**config.mk**
```make
export PLATFORM = sky130hd
export DESIGN_NAME = delta_sleep_queue_unit
export DESIGN_NICKNAME = d
export VERILOG_FILES = /design/src/dsq_pkg.sv /design/src/dsq_ram.sv /design/src/dsq_alu.sv /design/src/delta_sleep_queue_unit.sv
export VERILOG_INCLUDE_DIRS = /design/src /design/src/src
export SDC_FILE = /design/constraint.sdc
export NUM_CORES = 2
export LEC_CHECK = 0
export BUFFER_PORTS_ARGS = -buffer_cell sky130_fd_sc_hd__clkbuf_2
export CORE_AREA = 2 2 260 327
export DETAILED_ROUTE_END_ITERATION = 8
export DIE_AREA = 0 0 262 329
export HOLD_SLACK_MARGIN = 0.03
export PLACE_DENSITY = 0.71
export SYNTH_ARGS = -nofsm -noshare
export SYNTH_HDL_FRONTEND = slang
export SYNTH_HIERARCHICAL = 1
export SYNTH_SLANG_ARGS = --single-unit
```
**constraint.sdc**
```tcl
create_clock -name clk -period 19.5 [get_ports clk]
set_clock_uncertainty 0.2 [all_clocks]
set_input_delay 1.95 -clock clk [delete_from_list [all_inputs] [get_ports clk]]
set_output_delay 1.95 -clock clk [all_outputs]
set_load 0.005 [all_outputs]
```
**src/delta_sleep_queue_unit_assert.svh**
```systemverilog
// Assertion macros shared by the delta sleep queue RTL.
// Each macro expands to one labeled concurrent assertion clocked on the rising edge.
`ifndef DELTA_SLEEP_QUEUE_UNIT_ASSERT_SVH
`define DELTA_SLEEP_QUEUE_UNIT_ASSERT_SVH

// The expression holds at every clock edge outside reset.
`define DSQ_ASSERT_ALWAYS(label, clk, rst_n, expr, msg) \
    label: assert property (@(posedge clk) disable iff (!rst_n) (expr)) \
        else $error(msg);

// When the condition holds, the expression holds in the same cycle.
`define DSQ_ASSERT_IMPLY(label, clk, rst_n, cond, expr, msg) \
    label: assert property (@(posedge clk) disable iff (!rst_n) (cond) |-> (expr)) \
        else $error(msg);

// When the condition holds, the expression holds in the following cycle.
`define DSQ_ASSERT_NEXT(label, clk, rst_n, cond, expr, msg) \
    label: assert property (@(posedge clk) disable iff (!rst_n) (cond) |=> (expr)) \
        else $error(msg);

`endif

```
**src/dsq_pkg.sv**
```systemverilog
// Package for the delta sleep queue: sizes, operation and status codes,
// the shared arithmetic unit request type and the ring pointer helper. No dependencies.
package dsq_pkg;

    localparam int QueueDepth = 16;
    localparam int MaxOut     = 16;

    localparam int FuncW   = 2;
    localparam int IdW     = 16;
    localparam int DeltaW  = 32;
    localparam int CountW  = 7;
    localparam int StatusW = 3;

    localparam int AddrW   = $clog2(QueueDepth);
    localparam int CntW    = $clog2(QueueDepth + 1);
    localparam int PtrSumW = CntW + 1;
    localparam int SumW    = DeltaW + CntW;
    localparam int AluW    = SumW + 1;
    localparam int EntryW  = IdW + DeltaW;

    localparam logic [DeltaW-1:0] DeltaMax = '1;

    localparam logic [FuncW-1:0] FUNC_INSERT  = 2'd0;
    localparam logic [FuncW-1:0] FUNC_POP     = 2'd1;
    localparam logic [FuncW-1:0] FUNC_RELEASE = 2'd2;

    localparam logic [StatusW-1:0] ST_INSERTED = 3'd0;
    localparam logic [StatusW-1:0] ST_IGNORED  = 3'd1;
    localparam logic [StatusW-1:0] ST_FULL     = 3'd2;
    localparam logic [StatusW-1:0] ST_POPPED   = 3'd3;
    localparam logic [StatusW-1:0] ST_NONE     = 3'd4;
    localparam logic [StatusW-1:0] ST_RELEASED = 3'd5;

    localparam logic ALU_ADD = 1'b0;
    localparam logic ALU_SUB = 1'b1;

    typedef struct packed {
        logic            op;
        logic [AluW-1:0] a;
        logic [AluW-1:0] b;
    } alu_req_t;

    // Physical slot of a logical queue position in the ring buffer.
    function automatic logic [AddrW-1:0] ptr_add(logic [AddrW-1:0] base,
                                                 logic [CntW-1:0] off);
        logic [PtrSumW-1:0] s;
        s = PtrSumW'(base) + PtrSumW'(off);
        if (s >= PtrSumW'(QueueDepth))
        begin
            s = s - PtrSumW'(QueueDepth);
        end
        return s[AddrW-1:0];
    endfunction

endpackage

```
**src/dsq_ram.sv**
```systemverilog
// Generic simple dual-port RAM with one write port and one registered read port.
// Standalone; used for the queue entry storage.
module dsq_ram #(
    parameter int Width = 48,
    parameter int Depth = 16,
    localparam int AddrW = $clog2(Depth)
) (
    input  logic             clk,
    input  logic             wr_en,
    input  logic [AddrW-1:0] wr_addr,
    input  logic [Width-1:0] wr_data,
    input  logic [AddrW-1:0] rd_addr,
    output logic [Width-1:0] rd_data
);

    logic [Width-1:0] mem [Depth];

    always_ff @(posedge clk)
    begin
        if (wr_en)
        begin
            mem[wr_addr] <= wr_data;
        end
        rd_data <= mem[rd_addr];
    end

endmodule

```
**src/dsq_alu.sv**
```systemverilog
// Shared add/subtract unit of the delta sleep queue sequencer.
// Depends on dsq_pkg for the request type and operation codes.
module dsq_alu (
    input  dsq_pkg::alu_req_t              req,
    output logic [dsq_pkg::AluW-1:0]       res
);

    always_comb
    begin
        case (req.op)
            dsq_pkg::ALU_ADD: res = req.a + req.b;
            dsq_pkg::ALU_SUB: res = req.a - req.b;
            default:          res = req.a + req.b;
        endcase
    end

endmodule

```
**src/delta_sleep_queue_unit.sv**
```systemverilog
// Top level of the delta sleep queue: sequencer, ring buffer control and output register.
// Depends on dsq_pkg, dsq_ram, dsq_alu and delta_sleep_queue_unit_assert.svh.

// The delta sleep queue keeps up to QueueDepth thread ids (16) in wake-up order, each with
// its wait relative to the entry ahead of it, in a ring buffer held in one RAM with a
// registered read port. A request transaction is accepted only while the sequencer is idle,
// and every request gives one or more result transactions; the final one carries last.
// An insert walks the running sum of deltas entry by entry to find the slot, moves every
// entry that must go behind the new one back by one slot, then fixes the successor's delta,
// writes the new entry and hands over the result. The walk goes through the single RAM
// read port and the single shared adder; the move goes through the RAM read and write
// ports only. Insert with a zero wait or into a full queue, and unknown operations, answer
// without touching the RAM. Pop and release hand out the released entries one at a time,
// then fold the summed deltas into the new head, if entries remain, with one more
// read-modify-write. A result stalled at the output holds the sequencer only when the next
// result is due; the next request is taken while the final result still waits in the output
// register. There is no clearing pass: the RAM is never read at a slot outside the occupied
// range in a way that matters.
module delta_sleep_queue_unit (
    input  logic                          clk,
    input  logic                          rst_n,
    input  logic                          in_valid,
    output logic                          in_ready,
    input  logic [dsq_pkg::FuncW-1:0]     func,
    input  logic [dsq_pkg::IdW-1:0]       thread_id,
    input  logic [dsq_pkg::DeltaW-1:0]    wait_ticks,
    input  logic [dsq_pkg::CountW-1:0]    release_count,
    output logic                          out_valid,
    input  logic                          out_ready,
    output logic [dsq_pkg::StatusW-1:0]   status,
    output logic [dsq_pkg::IdW-1:0]       out_thread_id,
    output logic                          last
);

    `include "delta_sleep_queue_unit_assert.svh"

    localparam int CntW   = dsq_pkg::CntW;
    localparam int AluW   = dsq_pkg::AluW;
    localparam int DeltaW = dsq_pkg::DeltaW;
    localparam int SumW   = dsq_pkg::SumW;
    localparam int CmpW   = (dsq_pkg::CountW > CntW) ? dsq_pkg::CountW : CntW;

    localparam logic [CntW-1:0] OccMax = CntW'(dsq_pkg::QueueDepth);
    localparam logic [CmpW-1:0] RelMax = CmpW'(dsq_pkg::MaxOut);

    // Sequencer states.
    localparam logic [3:0] S_IDLE     = 4'd0;
    localparam logic [3:0] S_WALK     = 4'd1;
    localparam logic [3:0] S_SHIFT_RD = 4'd2;
    localparam logic [3:0] S_SHIFT    = 4'd3;
    localparam logic [3:0] S_PLACE1   = 4'd4;
    localparam logic [3:0] S_PLACE0   = 4'd5;
    localparam logic [3:0] S_EMIT     = 4'd6;
    localparam logic [3:0] S_REL_OUT  = 4'd7;
    localparam logic [3:0] S_FOLD_WR  = 4'd8;

    // Control state.
    logic [3:0]                   state_reg, state_next;
    logic [dsq_pkg::AddrW-1:0]    head_reg, head_next;
    logic [CntW-1:0]              occ_reg, occ_next;
    logic                         out_valid_reg, out_valid_next;

    // Working registers of the current request.
    logic [CntW-1:0]              idx_reg, idx_next;
    logic [CntW-1:0]              pos_reg, pos_next;
    logic [CntW-1:0]              rel_n_reg, rel_n_next;
    logic [DeltaW:0]              cum_reg, cum_next;
    logic [DeltaW-1:0]            before_reg, before_next;
    logic [DeltaW-1:0]            ticks_reg, ticks_next;
    logic [dsq_pkg::IdW-1:0]      tid_reg, tid_next;
    logic [dsq_pkg::IdW-1:0]      succ_id_reg, succ_id_next;
    logic [SumW-1:0]              sum_reg, sum_next;
    logic [dsq_pkg::StatusW-1:0]  rel_status_reg, rel_status_next;
    logic [dsq_pkg::StatusW-1:0]  res_status_reg, res_status_next;

    // Output register.
    logic [dsq_pkg::StatusW-1:0]  out_status_reg, out_status_next;
    logic [dsq_pkg::IdW-1:0]      out_tid_reg, out_tid_next;
    logic                         out_last_reg, out_last_next;

    // RAM and shared adder.
    logic                         wr_en;
    logic [dsq_pkg::AddrW-1:0]    wr_addr;
    logic [dsq_pkg::EntryW-1:0]   wr_data;
    logic [dsq_pkg::AddrW-1:0]    rd_addr;
    logic [dsq_pkg::EntryW-1:0]   rd_data;
    logic [dsq_pkg::IdW-1:0]      rd_id;
    logic [DeltaW-1:0]            rd_delta;
    dsq_pkg::alu_req_t            alu_req;
    logic [AluW-1:0]              alu_res;

    // Helpers.
    logic                         slot_free;
    logic [CntW-1:0]              idx_inc, idx_dec, pos_inc, occ_dec, occ_after_rel;
    logic [CmpW-1:0]              cnt_clip, rel_clip;

    dsq_ram #(
        .Width (dsq_pkg::EntryW),
        .Depth (dsq_pkg::QueueDepth)
    ) u_entry_ram (
        .clk     (clk),
        .wr_en   (wr_en),
        .wr_addr (wr_addr),
        .wr_data (wr_data),
        .rd_addr (rd_addr),
        .rd_data (rd_data)
    );

    dsq_alu u_alu (
        .req (alu_req),
        .res (alu_res)
    );

    assign rd_id    = rd_data[dsq_pkg::EntryW-1:DeltaW];
    assign rd_delta = rd_data[DeltaW-1:0];

    assign in_ready      = (state_reg == S_IDLE);
    assign out_valid     = out_valid_reg;
    assign status        = out_status_reg;
    assign out_thread_id = out_tid_reg;
    assign last          = out_last_reg;

    // The output register may be reloaded when it is empty or being drained this cycle.
    assign slot_free = !out_valid_reg || out_ready;

    assign idx_inc       = idx_reg + CntW'(1);
    assign idx_dec       = idx_reg - CntW'(1);
    assign pos_inc       = pos_reg + CntW'(1);
    assign occ_dec       = occ_reg - CntW'(1);
    assign occ_after_rel = occ_reg - rel_n_reg;

    // Number of entries a release moves out: the smallest of count, occupancy and MaxOut.
    assign cnt_clip = (CmpW'(release_count) < CmpW'(occ_reg)) ? CmpW'(release_count)
                                                               : CmpW'(occ_reg);
    assign rel_clip = (cnt_clip < RelMax) ? cnt_clip : RelMax;

    always_comb
    begin
        state_next      = state_reg;
        head_next       = head_reg;
        occ_next        = occ_reg;
        idx_next        = idx_reg;
        pos_next        = pos_reg;
        rel_n_next      = rel_n_reg;
        cum_next        = cum_reg;
        before_next     = before_reg;
        ticks_next      = ticks_reg;
        tid_next        = tid_reg;
        succ_id_next    = succ_id_reg;
        sum_next        = sum_reg;
        rel_status_next = rel_status_reg;
        res_status_next = res_status_reg;

        out_valid_next  = out_valid_reg && !out_ready;
        out_status_next = out_status_reg;
        out_tid_next    = out_tid_reg;
        out_last_next   = out_last_reg;

        rd_addr = head_reg;
        wr_en   = 1'b0;
        wr_addr = head_reg;
        wr_data = {succ_id_reg, rd_delta};

        alu_req.op = dsq_pkg::ALU_ADD;
        alu_req.a  = AluW'(cum_reg);
        alu_req.b  = AluW'(rd_delta);

        case (state_reg)
            S_IDLE:
            begin
                // The head is read every idle cycle so its entry is ready after accept.
                if (in_valid)
                begin
                    case (func)
                        dsq_pkg::FUNC_INSERT:
                        begin
                            tid_next    = thread_id;
                            ticks_next  = wait_ticks;
                            cum_next    = '0;
                            before_next = '0;
                            idx_next    = '0;
                            pos_next    = '0;
                            if (wait_ticks == '0)
                            begin
                                res_status_next = dsq_pkg::ST_IGNORED;
                                state_next      = S_EMIT;
                            end
                            else if (occ_reg == OccMax)
                            begin
                                res_status_next = dsq_pkg::ST_FULL;
                                state_next      = S_EMIT;
                            end
                            else if (occ_reg == '0)
                            begin
                                state_next = S_PLACE0;
                            end
                            else
                            begin
                                state_next = S_WALK;
                            end
                        end
                        dsq_pkg::FUNC_POP:
                        begin
                            idx_next        = '0;
                            sum_next        = '0;
                            rel_n_next      = CntW'(1);
                            rel_status_next = dsq_pkg::ST_POPPED;
                            if (occ_reg == '0)
                            begin
                                res_status_next = dsq_pkg::ST_NONE;
                                state_next      = S_EMIT;
                            end
                            else
                            begin
                                state_next = S_REL_OUT;
                            end
                        end
                        dsq_pkg::FUNC_RELEASE:
                        begin
                            idx_next        = '0;
                            sum_next        = '0;
                            rel_n_next      = rel_clip[CntW-1:0];
                            rel_status_next = dsq_pkg::ST_RELEASED;
                            if (rel_clip == '0)
                            begin
                                res_status_next = dsq_pkg::ST_NONE;
                                state_next      = S_EMIT;
                            end
                            else
                            begin
                                state_next = S_REL_OUT;
                            end
                        end
                        default:
                        begin
                            res_status_next = dsq_pkg::ST_NONE;
                            state_next      = S_EMIT;
                        end
                    endcase
                end
            end

            S_WALK:
            begin
                // The entry at idx arrives now; the next one is fetched in parallel.
                rd_addr = dsq_pkg::ptr_add(head_reg, idx_inc);
                if (alu_res > AluW'(ticks_reg))
                begin
                    pos_next     = idx_reg;
                    succ_id_next = rd_id;
                    cum_next     = alu_res[DeltaW:0];
                    before_next  = cum_reg[DeltaW-1:0];
                    state_next   = (idx_inc < occ_reg) ? S_SHIFT_RD : S_PLACE1;
                end
                else
                begin
                    cum_next    = alu_res[DeltaW:0];
                    before_next = alu_res[DeltaW-1:0];
                    if (idx_inc == occ_reg)
                    begin
                        pos_next   = occ_reg;
                        state_next = S_PLACE0;
                    end
                    else
                    begin
                        idx_next = idx_inc;
                    end
                end
            end

            S_SHIFT_RD:
            begin
                rd_addr    = dsq_pkg::ptr_add(head_reg, occ_dec);
                idx_next   = occ_dec;
                state_next = S_SHIFT;
            end

            S_SHIFT:
            begin
                // Move one entry back by one slot while the one ahead of it is read.
                wr_en   = 1'b1;
                wr_addr = dsq_pkg::ptr_add(head_reg, idx_inc);
                wr_data = rd_data;
                rd_addr = dsq_pkg::ptr_add(head_reg, idx_dec);
                if (idx_reg > pos_inc)
                begin
                    idx_next = idx_dec;
                end
                else
                begin
                    state_next = S_PLACE1;
                end
            end

            S_PLACE1:
            begin
                // The old occupant of the slot keeps only the wait beyond the new entry.
                alu_req.op = dsq_pkg::ALU_SUB;
                alu_req.a  = AluW'(cum_reg);
                alu_req.b  = AluW'(ticks_reg);
                wr_en      = 1'b1;
                wr_addr    = dsq_pkg::ptr_add(head_reg, pos_inc);
                wr_data    = {succ_id_reg, alu_res[DeltaW-1:0]};
                state_next = S_PLACE0;
            end

            S_PLACE0:
            begin
                alu_req.op      = dsq_pkg::ALU_SUB;
                alu_req.a       = AluW'(ticks_reg);
                alu_req.b       = AluW'(before_reg);
                wr_en           = 1'b1;
                wr_addr         = dsq_pkg::ptr_add(head_reg, pos_reg);
                wr_data         = {tid_reg, alu_res[DeltaW-1:0]};
                occ_next        = occ_reg + CntW'(1);
                res_status_next = dsq_pkg::ST_INSERTED;
                state_next      = S_EMIT;
            end

            S_EMIT:
            begin
                if (slot_free)
                begin
                    out_valid_next  = 1'b1;
                    out_status_next = res_status_reg;
                    out_tid_next    = '0;
                    out_last_next   = 1'b1;
                    state_next      = S_IDLE;
                end
            end

            S_REL_OUT:
            begin
                alu_req.a = AluW'(sum_reg);
                rd_addr   = dsq_pkg::ptr_add(head_reg, idx_reg);
                if (slot_free)
                begin
                    out_valid_next  = 1'b1;
                    out_status_next = rel_status_reg;
                    out_tid_next    = rd_id;
                    out_last_next   = (idx_inc == rel_n_reg);
                    sum_next        = alu_res[SumW-1:0];
                    rd_addr         = dsq_pkg::ptr_add(head_reg, idx_inc);
                    if (idx_inc == rel_n_reg)
                    begin
                        // The read just issued fetches the new head for the fold.
                        head_next  = dsq_pkg::ptr_add(head_reg, rel_n_reg);
                        occ_next   = occ_after_rel;
                        state_next = (occ_after_rel != '0) ? S_FOLD_WR : S_IDLE;
                    end
                    else
                    begin
                        idx_next = idx_inc;
                    end
                end
            end

            S_FOLD_WR:
            begin
                // The released waits are added to the new head, saturating.
                alu_req.a  = AluW'(sum_reg);
                wr_en      = 1'b1;
                wr_addr    = head_reg;
                wr_data    = {rd_id, (alu_res > AluW'(dsq_pkg::DeltaMax)) ?
                              dsq_pkg::DeltaMax : alu_res[DeltaW-1:0]};
                state_next = S_IDLE;
            end

            default:
            begin
                state_next = S_IDLE;
            end
        endcase
    end

    always_ff @(posedge clk or negedge rst_n)
    begin
        if (!rst_n)
        begin
            state_reg     <= S_IDLE;
            head_reg      <= '0;
            occ_reg       <= '0;
            out_valid_reg <= 1'b0;
        end
        else
        begin
            state_reg     <= state_next;
            head_reg      <= head_next;
            occ_reg       <= occ_next;
            out_valid_reg <= out_valid_next;
        end
    end

    always_ff @(posedge clk)
    begin
        idx_reg        <= idx_next;
        pos_reg        <= pos_next;
        rel_n_reg      <= rel_n_next;
        cum_reg        <= cum_next;
        before_reg     <= before_next;
        ticks_reg      <= ticks_next;
        tid_reg        <= tid_next;
        succ_id_reg    <= succ_id_next;
        sum_reg        <= sum_next;
        rel_status_reg <= rel_status_next;
        res_status_reg <= res_status_next;
        out_status_reg <= out_status_next;
        out_tid_reg    <= out_tid_next;
        out_last_reg   <= out_last_next;
    end

    // The occupancy never exceeds the queue depth.
    `DSQ_ASSERT_ALWAYS(a_occ_bound, clk, rst_n, occ_reg <= OccMax, "occupancy above depth")

    // A walk only runs on a queue that has entries and room for one more.
    `DSQ_ASSERT_IMPLY(a_walk_room, clk, rst_n, state_reg == S_WALK,
        (occ_reg < OccMax) && (occ_reg != '0), "walk on empty or full queue")

    // The occupancy changes only when an entry is placed or a release finishes.
    `DSQ_ASSERT_NEXT(a_occ_hold, clk, rst_n,
        (state_reg != S_PLACE0) && (state_reg != S_REL_OUT), $stable(occ_reg),
        "occupancy changed outside place or release")

    // The release index stays inside the number of entries being released.
    `DSQ_ASSERT_IMPLY(a_rel_idx, clk, rst_n, state_reg == S_REL_OUT,
        (idx_reg < rel_n_reg) && (rel_n_reg <= occ_reg), "release index out of range")

endmodule

```
==> qor.yml <==
synth-seq-cells: 1036
gp_congestion: 0.936
antenna_found_initial: 2
period_needed_ns: 10.07
synth_edf_count: 974
slew_headroom_pct: -3.00
grt_pass1_vias: 26900
synth_xor_area_share_pct: 2.15
cts_hold_buf: 0
crit_arrival_ns: 10.16
synth_top_area_cell: "edfxtp_1"
rsz0062_at_grt: "no"
area_delta_synth_final_pct: 10.9
netlist_area_um2: 45400
cp.required_ns: 19.59
cts_tree: "done"
hold_viol_final: 0
detail-route-antenna-nets: 0
status: "finished, violations left"
avgSynthCellArea_um2: 15.6
overflow: 0
synth.top_cells.by_area: "edfxtp_1 (64%), mux4_2 (9.5%), ha_1 (3.1%)"
crit_fanout: 74
routed-via-count: 26500
fmaxAchievable_ghz: 0.0993
die_y_um: 329
cts-htree-levels: 3
critPathMaxStageDelay_ns: 1.01
ys_warn_count: 6
dr.first_iter.drc_count: 3097
max_slew.worst_pin.slew_ns: 1.54
grt.total_usage_pct: 26.7
post_cts_resized: 0
fill_cells: 6086
worstSetupPathType: "reg -> reg"
hp-class: "reg -> reg"
fin_crit_sh_pct: 51.6
wirelength_mm: 114
drtPass1Iterations: 6
worst-path-buf-inv: 3
synth_top_area_share_pct: 64.4
rows: 119
synth-simple-area-share_pct: 7.65
critPathCaptureType: "register"
synthFlopType: "edfxtp_1"
pin_count: 83
drc: 0
clock_latency_ns: 0.68
cts_setup_buffers: 0
seq_area_frac_synth_pct: 67.3
async_flop_share_pct: 1.35
layout-drive-gt1-share_pct: 17.0
core_um2: 83400
portBuffers: 82
vias_per_cell: 6.35
cts-root-buf: "clkbuf_16"
synth_top_family_by_area: "multiplexers"
syn_inst: 2918
wl_per_cell_um: 27.3
dp_hpwl_mm: 64.2
tns_ns: 0
failed_checks: "slew limit"
muxShareOfSynthArea_pct: 10.5
grt_max_degree: 170
crit_family: "simple AND/OR/NAND/NOR gates"
synth_compound_area_share_pct: 6.76
largest_reg_flops: 768
cts_buffer_depth: 3
dieArea_um2: 86200
ff2ff_setup_slack_ns: 9.43
max-cap-violations: 0
finish.utilization_pct: 60.4
final_area_um2: 50400
placed_cell_area_um2: 47200
grt_first_pass_wirelength_mm: 169
initial_core_util_pct: 54.5
synth_fa_ha_area_share_pct: 3.42
start_kind: "register"
clkTransAtPathRegs_ns: 0.06
cts_inserted_buffers: 96
setup_viol: 0
slew_viol_final: 36
nNetsFinal: 3191
ys_types: 83
die_w_um: 262
cts.sinks: 1036
cp_slowest_cell: "nor4b_1"
-- worst register-to-register path, delay by kind of cell (launching register included) --
kind                     cells  cell delay [ns]
AO/OA/AOI/OAI                6             1.26
XOR/XNOR                     2             0.59
adder cells (fa/ha/maj)      2             0.62
buffers and inverters        3             0.69
flip-flops                   1             0.86
AND/OR/NAND/NOR             15             5.47
-- kinds of logic after synthesis --
logic type                 after synthesis
other                                    1
and+or+nand+nor                        740
muxes                                  236
xor gates and xnor gates               108
DFF                                   1036
AOI/OAI and AO/OA                      438
buffers and inverters                  239
adders and majority gates              120
-- synthesized netlist by cell type (4+ instances only) --
| master | count |
|---|---|
| a222oi_1 | 17 |
| mux2i_1 | 42 |
| nor3_1 | 33 |
| o21bai_1 | 8 |
| a31oi_1 | 13 |
| a211o_1 | 4 |
| a211oi_1 | 4 |
| a221oi_1 | 5 |
| ha_1 | 113 |
| nand2b_1 | 13 |
| o21a_1 | 9 |
| nand4_1 | 18 |
| a21boi_0 | 4 |
| fa_1 | 7 |
| edfxtp_1 | 974 |
| buf_1 | 27 |
| nor4_1 | 20 |
| a21o_1 | 30 |
| nand3_1 | 90 |
| mux4_2 | 192 |
| buf_2 | 7 |
| a221o_1 | 4 |
| buf_6 | 4 |
| xor2_1 | 25 |
| o22ai_1 | 4 |
| clkbuf_1 | 91 |
| buf_4 | 18 |
| a22o_1 | 4 |
| a21oi_1 | 90 |
| or2_2 | 5 |
| and3_1 | 5 |
| dfxtp_1 | 48 |
| dfrtp_1 | 14 |
| o21ai_0 | 38 |
| xnor2_1 | 81 |
| nor2b_1 | 13 |
| nor2_1 | 138 |
| nand2_1 | 283 |
| a22oi_1 | 164 |
| o211ai_1 | 5 |
| and2_1 | 99 |
| inv_1 | 90 |
-- layout by cell type, fill, tap and decap left out, types with 25 or more instances in the layout --
| master | count |
|---|---|
| o21ai_0 | 37 |
| nand2_1 | 282 |
| and2_1 | 98 |
| clkbuf_16 | 96 |
| a21o_1 | 30 |
| inv_1 | 89 |
| xor2_1 | 25 |
| a21oi_1 | 89 |
| clkbuf_2 | 82 |
| nor3_1 | 29 |
| mux2i_1 | 42 |
| a22oi_1 | 164 |
| dfxtp_1 | 48 |
| edfxtp_1 | 974 |
| ha_1 | 113 |
| nand3_1 | 90 |
| nor2_1 | 120 |
| buf_4 | 40 |
| xnor2_1 | 81 |
| mux4_2 | 192 |
-- path summary, 6_finish.rpt --
kind,end,depth (start not counted),start
setup / recovery,idx_reg[4],28,state_reg[1]
hold / removal,succ_id_reg[7],0,u_entry_ram/rd_data[39]
setup reg to reg,idx_reg[4],28,state_reg[1]
hold reg to reg,succ_id_reg[7],0,u_entry_ram/rd_data[39]
max in group asynchronous,state_reg[0],1,rst_n
min in group asynchronous,head_reg[1],1,rst_n
-- cell type report --
class,count,area (um2),share of cell area [%]
Timing Repair Buffer,124,751,1.49
Clock inverter,52,546,1.08
Multi-Input combinational cell,1660,14100,28.1
Sequential cell,1036,30600,60.7
Clock buffer,126,2670,5.29
Inverter,92,345,0.686
Tap cell,1089,1360,2.71
Antenna cell,1,2.50,0.00497
-- metal layers --
layer,wire [um],track usage (%),vias up,part of all wire [%]
met5,0,0,-,0
met4,4480,10.9,0,3.9
met3,8250,3.01,255,7.2
met2,58100,46.0,1241,51
met1,43200,34.8,13500,38
li1,-,-,11500,-
-- per-stage QoR --
stage	hold slack, ns	instances	setup WS [ns]
final	0.260	4180	9.43
after global routing	0.282	4179	8.82
after CTS	0.263	4179	9.48
after detailed placement	0.249	4001	9.53
after global placement	0.247	4001	9.88
after floorplan	0.223	2935	11.69
Power is left out: the tool's default activity adds up to more than one toggle a clock period on the data nets, which glitch-free logic cannot reach.
